<file path="config.mk">
export PLATFORM = sky130hd
export DESIGN_NAME = multirotor_output_mixer_flat
export DESIGN_NICKNAME = d
export VERILOG_FILES = /design/src/hdl/mom_pkg.sv /design/src/hdl/mom_req_if.sv /design/src/hdl/mom_rsp_if.sv /design/src/hdl/mom_front.sv /design/src/hdl/mom_queue.sv /design/src/hdl/mom_back.sv /design/src/hdl/multirotor_output_mixer.sv /design/src/flat_wrapper.sv
export SDC_FILE = /design/constraint.sdc
export NUM_CORES = 2
export LEC_CHECK = 0
export BUFFER_PORTS_ARGS = -buffer_cell sky130_fd_sc_hd__buf_2
export CAP_MARGIN = 20
export CORE_MARGIN = 2
export CORE_UTILIZATION = 49
export CTS_BUF_LIST = sky130_fd_sc_hd__clkbuf_2
export DETAILED_ROUTE_END_ITERATION = 10
export GPL_TIMING_DRIVEN = 0
export PLACE_DENSITY = 0.72
export RECOVER_POWER = 50
export REMOVE_ABC_BUFFERS = 1
export SLEW_MARGIN = 5
export SYNTH_ARGS = -nofsm -noshare
export SYNTH_HDL_FRONTEND = slang
export SYNTH_SLANG_ARGS = --single-unit
</file>
<file path="constraint.sdc">
create_clock -name clock -period 92.4 [get_ports clock]
set_input_delay 9.24 -clock clock [delete_from_list [all_inputs] [get_ports clock]]
set_output_delay 9.24 -clock clock [all_outputs]
set_load 0.02 [all_outputs]
</file>
<file path="src/hdl/mom_pkg.sv">
`default_nettype none
package mom_pkg;

   localparam int NUM_CHANNELS = 8;
   localparam int NUM_FRAMES   = 7;
   localparam int FRAME_ROWS   = 7;
   localparam int TAB_CH       = 8;
   localparam int NUM_AXES     = 4;

   localparam int CH_W    = 3;
   localparam int FR_W    = 3;
   localparam int AX_W    = 2;
   localparam int IN_W    = 16;
   localparam int CMD_W   = IN_W + 1;
   localparam int COEF_W  = 16;
   localparam int PROD_W  = CMD_W + COEF_W;
   localparam int ACC_W   = PROD_W + 2;
   localparam int FRAC    = 14;
   localparam int MIX_W   = 20;
   localparam int MAXV_W  = MIX_W - 1;
   localparam int Q_W     = 15;
   localparam int REM_W   = MAXV_W + FRAC + 1;
   localparam int VAL_W   = 16;
   localparam int PULSE_W = 12;
   localparam int IDLE_W  = 15;
   localparam int MULOP_W = PULSE_W + 1;
   localparam int MUL_W   = VAL_W + MULOP_W;
   localparam int QDEPTH  = 2;
   localparam int QPTR_W  = 1;

   localparam int ONE_Q14      = 16384;
   localparam int SERVO_CENTER = 1500;
   localparam int SERVO_SPAN   = 500;
   localparam int PULSE_MAX    = 4095;

   typedef enum logic [1:0] {KIND_NONE, KIND_MOTOR, KIND_SERVO} kind_type;

   typedef enum logic [2:0] {
      REG_MIXER, REG_REVERSE, REG_IDLE, REG_SPIN, REG_MIN_PULSE, REG_MAX_PULSE
   } reg_type;

   typedef struct packed {
      logic [FR_W-1:0]    mixer_select;
      logic [3:0]         reverse_mode;
      logic [IDLE_W-1:0]  idle_throttle;
      logic               spin_when_armed;
      logic [PULSE_W-1:0] motor_min_pulse;
      logic [PULSE_W-1:0] motor_max_pulse;
   } cfg_type;

   typedef struct packed {
      logic [NUM_CHANNELS-1:0][MIX_W-1:0] mixed;
      logic [MAXV_W-1:0]                  maxv;
      logic                               armed;
      logic [FR_W-1:0]                    frame;
   } ent_type;

   localparam kind_type KIND_TAB [FRAME_ROWS][TAB_CH] = '{
      '{KIND_MOTOR, KIND_MOTOR, KIND_MOTOR, KIND_MOTOR,
        KIND_NONE, KIND_NONE, KIND_NONE, KIND_NONE},
      '{KIND_MOTOR, KIND_MOTOR, KIND_MOTOR, KIND_MOTOR,
        KIND_NONE, KIND_NONE, KIND_NONE, KIND_NONE},
      '{KIND_MOTOR, KIND_MOTOR, KIND_MOTOR, KIND_MOTOR,
        KIND_NONE, KIND_NONE, KIND_NONE, KIND_NONE},
      '{KIND_MOTOR, KIND_MOTOR, KIND_MOTOR, KIND_SERVO,
        KIND_NONE, KIND_NONE, KIND_NONE, KIND_NONE},
      '{KIND_MOTOR, KIND_MOTOR, KIND_MOTOR, KIND_MOTOR,
        KIND_MOTOR, KIND_MOTOR, KIND_NONE, KIND_NONE},
      '{KIND_MOTOR, KIND_MOTOR, KIND_MOTOR, KIND_MOTOR,
        KIND_MOTOR, KIND_MOTOR, KIND_MOTOR, KIND_MOTOR},
      '{KIND_SERVO, KIND_SERVO, KIND_MOTOR, KIND_SERVO,
        KIND_NONE, KIND_NONE, KIND_NONE, KIND_NONE}
   };

   // [frame][thrust, roll, pitch, yaw][channel], Q2.14
   localparam logic signed [COEF_W-1:0] COEF_TAB [FRAME_ROWS][NUM_AXES][TAB_CH] = '{
      '{'{16384, 16384, 16384, 16384, 0, 0, 0, 0},
        '{0, -16384, 16384, 0, 0, 0, 0, 0},
        '{-16384, 0, 0, 16384, 0, 0, 0, 0},
        '{-16384, 16384, 16384, -16384, 0, 0, 0, 0}},
      '{'{16384, 16384, 16384, 16384, 0, 0, 0, 0},
        '{-16384, -16384, 16384, 16384, 0, 0, 0, 0},
        '{-16384, 16384, -16384, 16384, 0, 0, 0, 0},
        '{-16384, 16384, 16384, -16384, 0, 0, 0, 0}},
      '{'{16384, 16384, 16384, 16384, 0, 0, 0, 0},
        '{-17318, -15450, 17318, 15450, 0, 0, 0, 0},
        '{-16466, 16302, -16466, 16302, 0, 0, 0, 0},
        '{-16384, 16384, 16384, -16384, 0, 0, 0, 0}},
      '{'{16384, 16384, 16384, 0, 0, 0, 0, 0},
        '{-16384, 16384, 0, 0, 0, 0, 0, 0},
        '{-10928, -10928, 21840, 0, 0, 0, 0, 0},
        '{0, 0, 0, 16384, 0, 0, 0, 0}},
      '{'{16384, 16384, 16384, 16384, 16384, 16384, 0, 0},
        '{-16384, -16384, 0, 0, 16384, 16384, 0, 0},
        '{10928, 10928, -21840, -21840, 10928, 10928, 0, 0},
        '{-16384, 16384, -16384, 16384, -16384, 16384, 0, 0}},
      '{'{16384, 16384, 16384, 16384, 16384, 16384, 16384, 16384},
        '{-16384, 16384, 16384, -16384, 16384, -16384, -16384, 16384},
        '{16384, 16384, -16384, -16384, 16384, 16384, -16384, -16384},
        '{16384, -16384, 16384, -16384, 16384, -16384, 16384, -16384}},
      '{'{0, 0, 16384, 0, 0, 0, 0, 0},
        '{16384, 0, 0, 0, 0, 0, 0, 0},
        '{0, 16384, 0, 0, 0, 0, 0, 0},
        '{0, 0, 0, 16384, 0, 0, 0, 0}}
   };

   function automatic logic frame_ok(input logic [FR_W-1:0] f);
      return (int'(f) < NUM_FRAMES) && (int'(f) < FRAME_ROWS);
   endfunction

   function automatic kind_type kind_of(input logic [FR_W-1:0] f,
                                        input logic [CH_W-1:0] ch);
      if (!frame_ok(f) || int'(ch) >= NUM_CHANNELS)
         return KIND_NONE;
      return KIND_TAB[f][ch];
   endfunction

   function automatic logic signed [COEF_W-1:0] coef_of(input logic [FR_W-1:0] f,
                                                        input logic [AX_W-1:0] ax,
                                                        input logic [CH_W-1:0] ch);
      if (!frame_ok(f) || int'(ch) >= NUM_CHANNELS)
         return '0;
      return COEF_TAB[f][ax][ch];
   endfunction

   function automatic logic [CH_W-1:0] last_of(input logic [FR_W-1:0] f);
      logic [CH_W-1:0] r;
      r = '0;
      for (int i = 0; i < NUM_CHANNELS; i++) begin
         if (kind_of(f, CH_W'(i)) != KIND_NONE)
            r = CH_W'(i);
      end
      return r;
   endfunction

endpackage
`default_nettype wire

</file>
<file path="src/hdl/mom_req_if.sv">
`default_nettype none
interface mom_req_if;
   logic               valid;
   logic               ready;
   logic signed [15:0] thrust;
   logic signed [15:0] roll_cmd;
   logic signed [15:0] pitch_cmd;
   logic signed [15:0] yaw_cmd;
   logic               armed;

   modport source (output valid, thrust, roll_cmd, pitch_cmd, yaw_cmd, armed,
                   input ready);
   modport sink   (input valid, thrust, roll_cmd, pitch_cmd, yaw_cmd, armed,
                   output ready);
endinterface
`default_nettype wire

</file>
<file path="src/hdl/mom_rsp_if.sv">
`default_nettype none
interface mom_rsp_if;
   logic               valid;
   logic               ready;
   logic [2:0]         channel;
   logic               is_servo;
   logic signed [15:0] output_value;
   logic [11:0]        pulse_us;
   logic               last;

   modport source (output valid, channel, is_servo, output_value, pulse_us, last,
                   input ready);
   modport sink   (input valid, channel, is_servo, output_value, pulse_us, last,
                   output ready);
endinterface
`default_nettype wire

</file>
<file path="src/hdl/mom_front.sv">
`default_nettype none
module mom_front import mom_pkg::*; (
   input  logic    clock,
   input  logic    reset,
   mom_req_if.sink req,
   input  cfg_type cfg,
   output logic    ent_valid,
   output ent_type ent,
   input  logic    ent_ready
);

   logic                     busy_ff, busy_in;
   logic                     done_ff, done_in;
   logic [CH_W-1:0]          cnt_ff, cnt_in;
   logic [CH_W-1:0]          last_ff, last_in;
   logic [FR_W-1:0]          frame_ff, frame_in;
   logic signed [CMD_W-1:0]  cmd_ff [NUM_AXES];
   logic signed [CMD_W-1:0]  cmd_in [NUM_AXES];
   logic                     prod_v_ff, prod_v_in;
   logic                     prod_last_ff, prod_last_in;
   logic [CH_W-1:0]          prod_ch_ff, prod_ch_in;
   logic signed [PROD_W-1:0] prod_ff [NUM_AXES];
   logic signed [PROD_W-1:0] prod_in [NUM_AXES];
   ent_type                  ent_ff, ent_in;
   logic                     accept, push;
   logic signed [ACC_W-1:0]  acc;
   logic signed [MIX_W-1:0]  mixed;
   logic [3:0]               neg;

   assign push      = done_ff && ent_ready;
   assign req.ready = !busy_ff && !prod_v_ff && (!done_ff || push);
   assign accept    = req.valid && req.ready;
   assign ent_valid = done_ff;
   assign ent       = ent_ff;

   always_comb begin
      neg = {cfg.reverse_mode[3:1] & {3{cfg.reverse_mode[0]}}, 1'b0};
      cmd_in[0] = CMD_W'(req.thrust);
      cmd_in[1] = neg[1] ? -CMD_W'(req.roll_cmd)  : CMD_W'(req.roll_cmd);
      cmd_in[2] = neg[2] ? -CMD_W'(req.pitch_cmd) : CMD_W'(req.pitch_cmd);
      cmd_in[3] = neg[3] ? -CMD_W'(req.yaw_cmd)   : CMD_W'(req.yaw_cmd);

      busy_in  = busy_ff;
      cnt_in   = cnt_ff;
      last_in  = last_ff;
      frame_in = frame_ff;
      ent_in   = ent_ff;
      done_in  = done_ff && !push;

      prod_v_in    = 1'b0;
      prod_last_in = (cnt_ff == last_ff);
      prod_ch_in   = cnt_ff;
      for (int a = 0; a < NUM_AXES; a++) begin
         prod_in[a] = PROD_W'(cmd_ff[a]) * PROD_W'(coef_of(frame_ff, AX_W'(a), cnt_ff));
      end

      // drop items for an unused frame: they give no result
      if (accept && frame_ok(cfg.mixer_select)) begin
         busy_in      = 1'b1;
         cnt_in       = '0;
         frame_in     = cfg.mixer_select;
         last_in      = last_of(cfg.mixer_select);
         ent_in.maxv  = MAXV_W'(ONE_Q14);
         ent_in.armed = req.armed;
         ent_in.frame = cfg.mixer_select;
      end

      if (busy_ff) begin
         prod_v_in = 1'b1;
         if (cnt_ff == last_ff)
            busy_in = 1'b0;
         else
            cnt_in = cnt_ff + 1'b1;
      end

      acc = ACC_W'(prod_ff[0]) + ACC_W'(prod_ff[1]) + ACC_W'(prod_ff[2])
          + ACC_W'(prod_ff[3]);
      mixed = acc[FRAC+MIX_W-1:FRAC];
      if (prod_v_ff) begin
         ent_in.mixed[prod_ch_ff] = mixed;
         if (kind_of(frame_ff, prod_ch_ff) != KIND_NONE &&
             mixed > $signed({1'b0, ent_ff.maxv}))
            ent_in.maxv = mixed[MAXV_W-1:0];
         if (prod_last_ff)
            done_in = 1'b1;
      end
   end

   always_ff @(posedge clock) begin
      if (reset) begin
         busy_ff   <= 1'b0;
         done_ff   <= 1'b0;
         prod_v_ff <= 1'b0;
      end else begin
         busy_ff   <= busy_in;
         done_ff   <= done_in;
         prod_v_ff <= prod_v_in;
      end
      cnt_ff       <= cnt_in;
      last_ff      <= last_in;
      frame_ff     <= frame_in;
      prod_last_ff <= prod_last_in;
      prod_ch_ff   <= prod_ch_in;
      ent_ff       <= ent_in;
      for (int a = 0; a < NUM_AXES; a++) begin
         prod_ff[a] <= prod_in[a];
         if (accept)
            cmd_ff[a] <= cmd_in[a];
      end
   end

endmodule
`default_nettype wire

</file>
<file path="src/hdl/mom_queue.sv">
`default_nettype none
module mom_queue import mom_pkg::*; (
   input  logic    clock,
   input  logic    reset,
   input  logic    push,
   input  ent_type push_data,
   output logic    push_ready,
   output logic    pop_valid,
   output ent_type pop_data,
   input  logic    pop
);

   ent_type             slot_ff [QDEPTH];
   logic [QPTR_W-1:0]   wr_ff, wr_in, rd_ff, rd_in;
   logic [QPTR_W:0]     cnt_ff, cnt_in;
   logic                do_push, do_pop;

   assign push_ready = (cnt_ff != (QPTR_W+1)'(QDEPTH));
   assign pop_valid  = (cnt_ff != '0);
   assign pop_data   = slot_ff[rd_ff];
   assign do_push    = push && push_ready;
   assign do_pop     = pop && pop_valid;

   always_comb begin
      wr_in  = do_push ? wr_ff + 1'b1 : wr_ff;
      rd_in  = do_pop ? rd_ff + 1'b1 : rd_ff;
      cnt_in = cnt_ff + (QPTR_W+1)'(do_push) - (QPTR_W+1)'(do_pop);
   end

   always_ff @(posedge clock) begin
      if (reset) begin
         wr_ff  <= '0;
         rd_ff  <= '0;
         cnt_ff <= '0;
      end else begin
         wr_ff  <= wr_in;
         rd_ff  <= rd_in;
         cnt_ff <= cnt_in;
      end
      if (do_push)
         slot_ff[wr_ff] <= push_data;
   end

   a_cnt_bound: assert property (@(posedge clock) disable iff (reset)
      cnt_ff <= (QPTR_W+1)'(QDEPTH))
      else $error("queue count beyond depth");
   a_push_cnt: assert property (@(posedge clock) disable iff (reset)
      (do_push && !do_pop) |=> cnt_ff == $past(cnt_ff) + 1'b1)
      else $error("queue count lost a push");
   a_pop_cnt: assert property (@(posedge clock) disable iff (reset)
      (do_pop && !do_push) |=> cnt_ff == $past(cnt_ff) - 1'b1)
      else $error("queue count lost a pop");

endmodule
`default_nettype wire

</file>
<file path="src/hdl/mom_back.sv">
`default_nettype none
module mom_back import mom_pkg::*; (
   input  logic      clock,
   input  logic      reset,
   input  cfg_type   cfg,
   input  logic      ent_valid,
   input  ent_type   ent,
   output logic      ent_pop,
   mom_rsp_if.source rsp
);

   typedef struct packed {
      logic              valid;
      logic [CH_W-1:0]   ch;
      logic              servo;
      logic              last;
      logic              armed;
      logic              div_en;
      logic [MIX_W-1:0]  v;
      logic [REM_W-1:0]  rem;
      logic [MAXV_W-1:0] den;
      logic [Q_W-1:0]    q;
   } stg_type;

   typedef struct packed {
      logic             valid;
      logic [CH_W-1:0]  ch;
      logic             servo;
      logic             last;
      logic [VAL_W-1:0] val;
   } cl_type;

   typedef struct packed {
      logic             valid;
      logic [CH_W-1:0]  ch;
      logic             servo;
      logic             last;
      logic [VAL_W-1:0] val;
      logic [MUL_W-1:0] prod;
   } ml_type;

   logic                     adv;
   logic [CH_W-1:0]          bch_ff, bch_in;
   kind_type                 kind;
   logic signed [MIX_W-1:0]  hv;
   stg_type                  stg_ff [Q_W+1];
   stg_type                  stg_in [Q_W+1];
   cl_type                   cl_ff, cl_in;
   ml_type                   ml_ff, ml_in;
   logic                     out_v_ff;
   logic [CH_W-1:0]          out_ch_ff;
   logic                     out_servo_ff, out_last_ff;
   logic [VAL_W-1:0]         out_val_ff;
   logic [PULSE_W-1:0]       out_pulse_ff, pulse_in;
   logic signed [MIX_W-1:0]  vsel;
   logic signed [MIX_W-1:0]  idle;
   logic signed [MULOP_W-1:0] mulop;
   logic signed [VAL_W-1:0]  pacc;
   logic [REM_W-1:0]         sh;

   // hold every stage while the output item waits
   assign adv     = !out_v_ff || rsp.ready;
   assign kind    = kind_of(ent.frame, bch_ff);
   assign hv      = $signed(ent.mixed[bch_ff]);
   assign ent_pop = ent_valid && adv && (bch_ff == last_of(ent.frame));

   always_comb begin
      bch_in = bch_ff;
      if (ent_valid && adv)
         bch_in = ent_pop ? '0 : bch_ff + 1'b1;

      stg_in[0].valid  = ent_valid && (kind != KIND_NONE);
      stg_in[0].ch     = bch_ff;
      stg_in[0].servo  = (kind == KIND_SERVO);
      stg_in[0].last   = (bch_ff == last_of(ent.frame));
      stg_in[0].armed  = ent.armed;
      stg_in[0].den    = ent.maxv;
      stg_in[0].q      = '0;
      stg_in[0].rem    = REM_W'(hv[MAXV_W-1:0]) << FRAC;
      stg_in[0].v      = hv;
      stg_in[0].div_en = 1'b0;
      if (kind == KIND_MOTOR && ent.maxv > MAXV_W'(ONE_Q14)) begin
         // scaled non-positive motors end up at zero or idle either way
         if (hv > 0)
            stg_in[0].div_en = 1'b1;
         else
            stg_in[0].v = '0;
      end

      // one quotient bit per stage, most significant first
      for (int k = 0; k < Q_W; k++) begin
         stg_in[k+1] = stg_ff[k];
         sh = REM_W'(stg_ff[k].den) << (Q_W - 1 - k);
         if (stg_ff[k].div_en && stg_ff[k].rem >= sh) begin
            stg_in[k+1].rem = stg_ff[k].rem - sh;
            stg_in[k+1].q[Q_W-1-k] = 1'b1;
         end
      end

      vsel = stg_ff[Q_W].div_en ? $signed(MIX_W'(stg_ff[Q_W].q)) : $signed(stg_ff[Q_W].v);
      idle = (cfg.idle_throttle > IDLE_W'(ONE_Q14)) ? MIX_W'(ONE_Q14)
                                                    : $signed(MIX_W'(cfg.idle_throttle));
      cl_in.valid = stg_ff[Q_W].valid;
      cl_in.ch    = stg_ff[Q_W].ch;
      cl_in.servo = stg_ff[Q_W].servo;
      cl_in.last  = stg_ff[Q_W].last;
      if (stg_ff[Q_W].servo) begin
         if (vsel > MIX_W'(ONE_Q14))
            cl_in.val = VAL_W'(ONE_Q14);
         else if (vsel < -MIX_W'(ONE_Q14))
            cl_in.val = -VAL_W'(ONE_Q14);
         else
            cl_in.val = vsel[VAL_W-1:0];
      end else if (!stg_ff[Q_W].armed) begin
         cl_in.val = '0;
      end else if (vsel > MIX_W'(ONE_Q14)) begin
         cl_in.val = VAL_W'(ONE_Q14);
      end else if (cfg.spin_when_armed && vsel < idle) begin
         cl_in.val = idle[VAL_W-1:0];
      end else if (vsel < 0) begin
         cl_in.val = '0;
      end else begin
         cl_in.val = vsel[VAL_W-1:0];
      end

      mulop = cl_ff.servo ? MULOP_W'(SERVO_SPAN)
                          : $signed({1'b0, cfg.motor_max_pulse})
                            - $signed({1'b0, cfg.motor_min_pulse});
      ml_in.valid = cl_ff.valid;
      ml_in.ch    = cl_ff.ch;
      ml_in.servo = cl_ff.servo;
      ml_in.last  = cl_ff.last;
      ml_in.val   = cl_ff.val;
      ml_in.prod  = MUL_W'($signed(cl_ff.val)) * MUL_W'(mulop);

      pacc = (ml_ff.servo ? VAL_W'(SERVO_CENTER) : VAL_W'(cfg.motor_min_pulse))
           + VAL_W'($signed(ml_ff.prod) >>> FRAC);
      if (pacc < 0)
         pulse_in = '0;
      else if (pacc > VAL_W'(PULSE_MAX))
         pulse_in = PULSE_W'(PULSE_MAX);
      else
         pulse_in = pacc[PULSE_W-1:0];
   end

   always_ff @(posedge clock) begin
      if (reset) begin
         for (int k = 0; k <= Q_W; k++)
            stg_ff[k].valid <= 1'b0;
         cl_ff.valid <= 1'b0;
         ml_ff.valid <= 1'b0;
         out_v_ff    <= 1'b0;
         bch_ff      <= '0;
      end else begin
         bch_ff <= bch_in;
         if (adv) begin
            for (int k = 0; k <= Q_W; k++)
               stg_ff[k] <= stg_in[k];
            cl_ff        <= cl_in;
            ml_ff        <= ml_in;
            out_v_ff     <= ml_ff.valid;
            out_ch_ff    <= ml_ff.ch;
            out_servo_ff <= ml_ff.servo;
            out_last_ff  <= ml_ff.last;
            out_val_ff   <= ml_ff.val;
            out_pulse_ff <= pulse_in;
         end
      end
   end

   assign rsp.valid        = out_v_ff;
   assign rsp.channel      = out_ch_ff;
   assign rsp.is_servo     = out_servo_ff;
   assign rsp.output_value = out_val_ff;
   assign rsp.pulse_us     = out_pulse_ff;
   assign rsp.last         = out_last_ff;

   a_motor_range: assert property (@(posedge clock) disable iff (reset)
      (out_v_ff && !out_servo_ff) |->
         ($signed(out_val_ff) >= 0 && $signed(out_val_ff) <= ONE_Q14))
      else $error("motor value out of range");
   a_servo_range: assert property (@(posedge clock) disable iff (reset)
      (out_v_ff && out_servo_ff) |->
         ($signed(out_val_ff) >= -ONE_Q14 && $signed(out_val_ff) <= ONE_Q14))
      else $error("servo value out of range");
   a_servo_pulse: assert property (@(posedge clock) disable iff (reset)
      (out_v_ff && out_servo_ff) |->
         (out_pulse_ff >= PULSE_W'(SERVO_CENTER - SERVO_SPAN) &&
          out_pulse_ff <= PULSE_W'(SERVO_CENTER + SERVO_SPAN)))
      else $error("servo pulse outside its span");

endmodule
`default_nettype wire

</file>
<file path="src/hdl/multirotor_output_mixer.sv">
// Multirotor / fixed-wing output mixer.
// req_ch takes one thrust/roll/pitch/yaw command with the armed flag; rsp_ch
// gives one item per active channel of the selected frame, in channel order,
// with last set on the final one. An unused frame selector gives no item.
// The csr_ APB port holds the frame select, axis reversal, idle throttle,
// spin mode and motor pulse limits; write it only while the block is idle.
// Throughput: the front end mixes one channel a cycle and takes the next item
// only once the previous result is complete and handed to the queue; the back
// end issues one channel a cycle unless rsp_ch stalls, and keeps up.
// A two-entry queue between them lets the front mix the next command while the
// back still emits the last one.
// Between accept and the first result an item passes the front mix, the queue,
// the 15-stage motor scaling divider and the clamp, pulse and output stages.
// When rsp_ch stalls, the whole back pipeline holds; the queue then fills and
// req_ch.ready drops. Reset empties the queue and pipeline and loads the
// register defaults (pulse 1000 to 2000 us, everything else zero).
`default_nettype none
module multirotor_output_mixer import mom_pkg::*; (
   input  logic        clock,
   input  logic        reset,
   mom_req_if.sink     req_ch,
   mom_rsp_if.source   rsp_ch,
   input  logic        csr_psel,
   input  logic        csr_penable,
   input  logic        csr_pwrite,
   input  logic [4:0]  csr_paddr,
   input  logic [31:0] csr_pwdata,
   output logic [31:0] csr_prdata,
   output logic        csr_pready
);

   cfg_type cfg_ff, cfg_in;
   logic    wr;
   ent_type f_ent, q_ent;
   logic    f_valid, f_ready, q_valid, q_pop;

   assign csr_pready = 1'b1;
   assign wr = csr_psel && csr_penable && csr_pwrite;

   always_comb begin
      cfg_in = cfg_ff;
      if (wr) begin
         case (reg_type'(csr_paddr[4:2]))
            REG_MIXER:     cfg_in.mixer_select    = csr_pwdata[FR_W-1:0];
            REG_REVERSE:   cfg_in.reverse_mode    = csr_pwdata[3:0];
            REG_IDLE:      cfg_in.idle_throttle   = csr_pwdata[IDLE_W-1:0];
            REG_SPIN:      cfg_in.spin_when_armed = csr_pwdata[0];
            REG_MIN_PULSE: cfg_in.motor_min_pulse = csr_pwdata[PULSE_W-1:0];
            REG_MAX_PULSE: cfg_in.motor_max_pulse = csr_pwdata[PULSE_W-1:0];
            default: ;
         endcase
      end
      case (reg_type'(csr_paddr[4:2]))
         REG_MIXER:     csr_prdata = 32'(cfg_ff.mixer_select);
         REG_REVERSE:   csr_prdata = 32'(cfg_ff.reverse_mode);
         REG_IDLE:      csr_prdata = 32'(cfg_ff.idle_throttle);
         REG_SPIN:      csr_prdata = 32'(cfg_ff.spin_when_armed);
         REG_MIN_PULSE: csr_prdata = 32'(cfg_ff.motor_min_pulse);
         REG_MAX_PULSE: csr_prdata = 32'(cfg_ff.motor_max_pulse);
         default:       csr_prdata = '0;
      endcase
   end

   always_ff @(posedge clock) begin
      if (reset) begin
         cfg_ff <= {FR_W'(0), 4'd0, IDLE_W'(0), 1'b0,
                    PULSE_W'(1000), PULSE_W'(2000)};
      end else begin
         cfg_ff <= cfg_in;
      end
   end

   mom_front u_front (
      .clock     (clock),
      .reset     (reset),
      .req       (req_ch),
      .cfg       (cfg_ff),
      .ent_valid (f_valid),
      .ent       (f_ent),
      .ent_ready (f_ready)
   );

   mom_queue u_queue (
      .clock      (clock),
      .reset      (reset),
      .push       (f_valid),
      .push_data  (f_ent),
      .push_ready (f_ready),
      .pop_valid  (q_valid),
      .pop_data   (q_ent),
      .pop        (q_pop)
   );

   mom_back u_back (
      .clock     (clock),
      .reset     (reset),
      .cfg       (cfg_ff),
      .ent_valid (q_valid),
      .ent       (q_ent),
      .ent_pop   (q_pop),
      .rsp       (rsp_ch)
   );

endmodule
`default_nettype wire
</file>
<file path="src/flat_wrapper.sv">
// flat-port wrapper written by rule: the top's interface ports become plain ports
module multirotor_output_mixer_flat import mom_pkg::*;
  (clock, reset, csr_psel, csr_penable, csr_pwrite, csr_paddr, csr_pwdata, csr_prdata, csr_pready, req_ch_valid, req_ch_thrust, req_ch_roll_cmd, req_ch_pitch_cmd, req_ch_yaw_cmd, req_ch_armed, req_ch_ready, rsp_ch_valid, rsp_ch_channel, rsp_ch_is_servo, rsp_ch_output_value, rsp_ch_pulse_us, rsp_ch_last, rsp_ch_ready);
  mom_req_if req_ch_i ();
  mom_rsp_if rsp_ch_i ();
  input  logic clock;
  input  logic reset;
  input  logic csr_psel;
  input  logic csr_penable;
  input  logic csr_pwrite;
  input  logic [4:0] csr_paddr;
  input  logic [31:0] csr_pwdata;
  output logic [31:0] csr_prdata;
  output logic csr_pready;
  input wire logic [$bits(req_ch_i.valid)-1:0] req_ch_valid;
  input wire logic [$bits(req_ch_i.thrust)-1:0] req_ch_thrust;
  input wire logic [$bits(req_ch_i.roll_cmd)-1:0] req_ch_roll_cmd;
  input wire logic [$bits(req_ch_i.pitch_cmd)-1:0] req_ch_pitch_cmd;
  input wire logic [$bits(req_ch_i.yaw_cmd)-1:0] req_ch_yaw_cmd;
  input wire logic [$bits(req_ch_i.armed)-1:0] req_ch_armed;
  output wire logic [$bits(req_ch_i.ready)-1:0] req_ch_ready;
  output wire logic [$bits(rsp_ch_i.valid)-1:0] rsp_ch_valid;
  output wire logic [$bits(rsp_ch_i.channel)-1:0] rsp_ch_channel;
  output wire logic [$bits(rsp_ch_i.is_servo)-1:0] rsp_ch_is_servo;
  output wire logic [$bits(rsp_ch_i.output_value)-1:0] rsp_ch_output_value;
  output wire logic [$bits(rsp_ch_i.pulse_us)-1:0] rsp_ch_pulse_us;
  output wire logic [$bits(rsp_ch_i.last)-1:0] rsp_ch_last;
  input wire logic [$bits(rsp_ch_i.ready)-1:0] rsp_ch_ready;
  assign req_ch_i.valid = req_ch_valid;
  assign req_ch_i.thrust = req_ch_thrust;
  assign req_ch_i.roll_cmd = req_ch_roll_cmd;
  assign req_ch_i.pitch_cmd = req_ch_pitch_cmd;
  assign req_ch_i.yaw_cmd = req_ch_yaw_cmd;
  assign req_ch_i.armed = req_ch_armed;
  assign req_ch_ready = req_ch_i.ready;
  assign rsp_ch_valid = rsp_ch_i.valid;
  assign rsp_ch_channel = rsp_ch_i.channel;
  assign rsp_ch_is_servo = rsp_ch_i.is_servo;
  assign rsp_ch_output_value = rsp_ch_i.output_value;
  assign rsp_ch_pulse_us = rsp_ch_i.pulse_us;
  assign rsp_ch_last = rsp_ch_i.last;
  assign rsp_ch_i.ready = rsp_ch_ready;
  multirotor_output_mixer u_core (.clock(clock), .reset(reset), .req_ch(req_ch_i), .rsp_ch(rsp_ch_i), .csr_psel(csr_psel), .csr_penable(csr_penable), .csr_pwrite(csr_pwrite), .csr_paddr(csr_paddr), .csr_pwdata(csr_pwdata), .csr_prdata(csr_prdata), .csr_pready(csr_pready));
endmodule
</file>
# --- Word-level counts from Yosys, hierarchy flattened ---
# Memories as Yosys holds them, arrays and structs flattened. A register that Yosys moved wholly into a read port is not among the register bits.
# Index checks and enable logic that the tools add are counted.
totals:
  reg_bits: 357
  latchBits: 0
  mem_bits_rw: 2102
  mem_bits_ro: 4480
  input_bits: 109
  out_inout_bits: 68
  wordCells: 392
  memories: 8
op_classes:
  n_addsub: 29
  n_mul: 5
  n_div: 0
  n_lt_le_gt_ge: 37
  eq_ne: 10
  shift: 0
  n_mux: 167
  bitwise_logic: 24
  reduce_logical: 65
memory_table:
  columns: ["memory", "depth", "word_bits", "rd", "rd_ports_with_merged_regs", "wr", "line", "text"]
  rows:
  - ["(name not given)", 8, 512, 1, 0, 0, "mom_pkg.sv:123", "return COEF_TAB[f][ax][ch];"]
  - ["u_core.u_back.stg_ff", 16, 96, 16, 0, 16, "mom_back.sv:46", "stg_type stg_ff [Q_W+1];"]
  - ["u_core.u_queue.slot_ff", 2, 183, 1, 1, 1, "mom_queue.sv:13", "ent_type slot_ff [QDEPTH];"]
  - ["u_core.u_front.prod_ff", 4, 33, 4, 0, 4, "mom_front.sv:22", "logic signed [PROD_W-1:0] prod_ff [NUM_AXES];"]
  - ["(name not given)", 8, 16, 1, 0, 0, "mom_pkg.sv:115", "return KIND_TAB[f][ch];"]
  - ["(name not given)", 8, 16, 1, 0, 0, "mom_pkg.sv:115", null]
  - ["+2 memories", null, null, null, null, null, null, null]
ops:
  columns: ["op", "n"]
  rows:
  - ["$mux 512", 2]
  - ["$mux 34", 15]
  - ["$mux 16", 23]
  - ["$bmux 16 s3", 4]
  - ["$bwmux 160", 1]
  - ["$mul 17x16->33", 4]
  - ["$pmux 15 s6", 1]
  - ["$mux 20", 4]
  - ["$add 34x33->34", 2]
  - ["$mux 2", 32]
  - ["$bmux 20 s3", 1]
  - ["$demux 20 s3", 1]
  - ["$mux 1", 56]
  - ["$mux 17", 3]
  - ["$neg 16->17", 3]
  - ["$mux 19", 2]
  - ["$mux 3", 12]
  - ["$add 33x33->34", 1]
  - ["$ge 34x19->1", 1]
  - ["$ge 34x20->1", 1]
  - ["$ge 34x21->1", 1]
  - ["$ge 34x22->1", 1]
  - ["$ge 34x23->1", 1]
  - ["$ge 34x24->1", 1]
  - ["71 further kinds", 164]

# --- Logic depth before layout (Yosys ltp) ---
depth:
  word_depth: 18
  ltp_mapped: 35
  depth_no_buf: 34

# --- Modules after synthesis ---
# From an unflattened synthesis, not the netlist that was laid out.
hier_totals:
  cells_unflattened: 9494
  area_unflattened_um2: 120291.6
by_module_without_submodules:
  columns: ["module", "instances", "cells_each", "area_each_um2", "seq_area_each_um2"]
  rows:
  - ["mom_back", 1, 5649, 71086.9, 40148.5]
  - ["mom_front", 1, 2978, 33235.6, 9589.2]
  - ["mom_queue", 1, 598, 13520.5, 11090.6]
  - ["multirotor_output_mixer", 1, 269, 2448.6, 940.9]

# --- Least setup slack after synthesis ---
# No wires, ideal clock.
synth_timing:
  path_kind: "input to register"
  startpoint: "input port reset"
  endpoint: "memory u_core.u_back.stg_ff[0][191] in the netlist's numbering, data pin"
  setup_ps: 408
  t_arrival_ps: 67221
  required_ps: 91992
  path_slack_ps: 24771
  path_stages: 3
  path_buffers: 1
  path_cell_list: "clkbuf_1 -> nor2_1 -> and2_1"
synth_rtl:
  columns: ["item", "line", "text"]
  rows:
  - ["start: declaration", "flat_wrapper.sv:7", "input logic reset;"]
  - ["end: declaration", "mom_back.sv:46", null]

# --- Worst setup path after layout ---
layout_timing:
  startpoint: "input port csr_paddr[4]"
  endpoint: "output port csr_prdata[11]"
layout_between:
  elab_chain_len: 2
  word_cells_on_any_way: 7
  cone_classes: "eq/ne: 5; mux: 1; reduce/logical: 1"
layout_lines:
  columns: ["item", "line", "text"]
  rows:
  - ["start: declaration", "flat_wrapper.sv:11", "input logic [4:0] csr_paddr;"]
  - ["$eq 3x3->1 (tied with other cells)", "multirotor_output_mixer.sv:53", "case (reg_type'(csr_paddr[4:2]))"]
  - ["$pmux 15 s6 *", "multirotor_output_mixer.sv:53", null]
  - ["end: declaration", "flat_wrapper.sv:13", "output logic [31:0] csr_prdata;"]
# Mark *: on every way between the ends. The rest lies on a longest branch, timed or not.

==> metrics <==
outcome finished with violations; failing checks design-rule violations, max-capacitance violations, max-slew violations; CP arrival between 10 and 15 ns; Tcrit/Tclk final 0.220; Crit path required time ~83 ns; crit path from csr_paddr[4]; crit path to csr_prdata[11]; clock transition at the registers of the reported paths 0.10 ns; Fin. Hold Viols 0; layout net count 11318; Slew headroom -1.38; first-pass GRT wire length roughly 370000 um; register area share after synthesis 0.527; FF+latch count, synth 2119; port buffer count 139; per-cell routed wire length roughly 17 um; critical path class input pin to output pin; PD cells 33.2 nW/um2; aggregate routed wire length roughly 230000 um; reg-to-reg endpoint u_core.u_back.ml_ff[28]; Detailed Routing Iterations Pass 1 11; antenna-violating nets left 0; crit end category output pin; total global-route track usage 0.193; max-cap check violation count 19; largest area contributor in the netlist edfxtp_1; Ys Warns 0; reg2reg path depth 31; die width between 400 and 500 um; die area about 240000 um2; Final Max Tran Viols 565; post-synthesis cell type count 88; 1st-iter DRT viols 4257; CTS Hold Bufs 0; RSZ-0062 raised after global routing no; Yosys top cell area share 0.495; vias 69407; std cell rows 179; layout cell share with drive strength beyond 1 0.131; crit-path max FO 13; EDFF count, synth between 1500 and 2000; CTS Buffer Depth 4; FMAX 49.2 MHz; Final GP Congestion approximately 0.92; Mapped Cells between 9000 and 10000; Leakage 0.0530 uW; largest net degree at the start of global routing 65; Post-CTS Resized 0; Design Area, Final ~130000 um2; total power ~4200 uW; Core Area between 200000 and 250000 um2; postcts setup bufs 0; synthesized area about 120000 um2; Setup Skew 0.198 ns; actual transition at the worst max-transition pin between 3 and 4 ns; CTS H-tree depth 6; Area contributors post-synth edfxtp_1, fa_1, ha_1; initial core utilization 0.493; global route overflow 0; CTS sink count ~2100; die height roughly 490 um; CP Launch Type input pin; worst reg-to-reg setup slack between 80 and 90 ns; Placed Area 123000 um2; dpl hpwl 174000 um; io pins around 180; final worst path period need about 20 ns; cts bufs inserted 547; DRC 30; Peak VDD IR around 0.056 mV; Min-Delay Path Class register to register; vias per cell 5.22; Avg Inst Size Synth roughly 13 um2; worst skew pair latency between 1.5 and 2 ns; initial antenna violation count 5; CTS tree built; Crit Reg-Reg Startpoint u_core.cfg_ff[14]; setup TNS 0 ns; Min Hold Slack 0.320 ns; most used flip-flop cell after synthesis edfxtp_1; # setup viols final 0; vias in the first global route 73311; Clk Tree Root Cell clkbuf_2; PnR worst setup slack 72.07 ns; Area Growth Syn to Fin 8.77%; ys async rst share 0; pre-CTS WS 72.11 ns
-- synth_stat cells (14+ instances only) --
master and instances:
a21o_1 104, nor4_1 57, nor3_1 124, a21boi_0 21
nand2b_1 90, mux4_2 101, dfxtp_1 186, nand3_1 107
buf_2 17, buf_4 22, or3_1 40, o41ai_1 14
and2_1 185, and3_1 44, inv_1 1214, a211oi_1 29
xor2_1 212, a22oi_1 15, or2_2 52, nor2b_1 87
nand3b_1 18, a31oi_1 38, xnor2_1 287, o211ai_1 26
o21a_1 71, edfxtp_1 1933, ha_1 748, nand2_1 666
nor2_1 502, o21ai_0 384, o21bai_1 44, fa_1 722
mux2_2 98, a22o_1 16, or4_1 16, mux2i_1 39
a211o_1 21, o31ai_1 45, nand4_1 51, a21oi_1 332
clkbuf_1 163
-- stage by stage --
stage | util | instances
5_1_grt | 0.536 | 13292
6_report | 0.536 | 13293
4_1_cts | 0.539 | 13275
3_5_place_dp | 0.519 | 12351
2_1_floorplan | - | 8928
3_3_place_gp | 0.509 | 12234
-- sequential cells by signal, indices dropped and copies added (netlist names), 16 cells and up, named ones only --
signal                          cells
u_core.u_back.stg_ff             1243
u_core.u_queue.slot_ff            366
u_core.u_back.ml_ff                37
u_core.u_front.prod_ff             99
u_core.u_back.cl_ff                22
u_core.u_front.cmd_ff              67
u_core.u_back.rsp.output_value     16
u_core.cfg_ff                      47
u_core.u_front.ent                183
-- cells in the final DEF, fill, tap and decap left out, types with 21 or more instances in the layout --
cell type  Yosys  routed
a31oi_1       38      38
o211ai_1      26      26
a211oi_1      29      28
edfxtp_1    1933    1933
fa_1         722     722
clkbuf_1     163      43
nor2b_1       87      87
and2_1       185     166
inv_1       1214    1214
or2_2         52      52
nand4_1       51      51
a21o_1       104     104
xor2_1       212     211
mux4_2       101     101
or3_1         40      40
dfxtp_1      186     185
o21bai_1      44      42
o21a_1        71      71
nor2_1       502     501
a21boi_0      21      23
ha_1         748     748
nor3_1       124     122
mux2i_1       39      39
buf_12         0      34
nand3_1      107     107
clkinv_1       2      96
nand2b_1      90      90
o21ai_0      384     389
and2_0         3      21
nor4_1        57      57
nand2_1      666     666
clkinv_2       0      25
a211o_1       21      21
xnor2_1      287     281
a21oi_1      332     331
o31ai_1       45      45
buf_2         17     138
clkbuf_2       0     784
and3_1        44      44
mux2_2        98      82
-- how the worst min path moves through the flow --
stage / depth (start not counted) / to / slack, ns / startpoint
floorplan: 0 / u_core.u_back.cl_ff[16] / 0.40 / u_core.u_back.stg_ff[1][762]
global placement: 0 / u_core.u_back.stg_ff[1][282] / 0.40 / u_core.u_back.stg_ff[1][186]
detailed placement: 0 / u_core.u_back.rsp.output_value[12] / 0.40 / u_core.u_back.ml_ff[41]
CTS: 0 / u_core.u_queue.slot_ff[0][15] / 0.30 / u_core.u_front.ent[15]
global route: 0 / u_core.u_back.stg_ff[1][92] / 0.33 / u_core.u_back.stg_ff[0][764]
finish: 0 / u_core.u_queue.slot_ff[1][147] / 0.32 / u_core.u_front.ent[147]
-- metal layers --
layer / track usage / part of all wire / vias to the layer above / wire [um]
li1: - / - / 33367 / -
met1: 0.236 / 0.41 / 33654 / 94100
met2: 0.333 / 0.50 / 1864 / 115000
met3: 0.0337 / 0.051 / 518 / 11800
met4: 0.0860 / 0.039 / 4 / 8950
met5: 0 / 0.00013 / - / 30
-- area by class of cell --
cell class	instances	area (um2)
Fill cell	19812	110000
Sequential cell	2119	61800
Multi-Input combinational cell	5593	50100
Inverter	1216	4570
Tap cell	3167	3960
Clock buffer	784	3920
Timing Repair Buffer	262	2290
Clock inverter	140	811
Antenna cell	12	30.0
-- where the power goes --
group	leakage (uW)	internal [uW]	total [uW]	switching [uW]
Combinational	0.0292	866	2230	1370
Clock	0.00367	251	614	363
Sequential	0.0201	1330	1380	53.8
Total	0.0530	2450	4230	1790
-- cells by family (layout without fill, tap and decap cells) --
group,Yosys count,in the layout,synth area share
AOI/OAI and AO/OA,1276,1276,0.0678
xor gates and xnor gates,499,499,0.0373
adders and majority gates,1470,1470,0.203
buffers and inverters,1424,2402,0.0466
DFF,2119,2119,0.527
muxes,238,238,0.0322
other,2,30,0.0000641
and+or+nand+nor,2092,2092,0.0857
-- worst max-delay path: stages --
cell     delay [ns]
buf_2          0.25
nor2b_1        0.72
and2_1         0.44
nand2_1        0.08
o21ai_0        0.13
buf_2          0.22
Power figures use the tool's default switching activity.
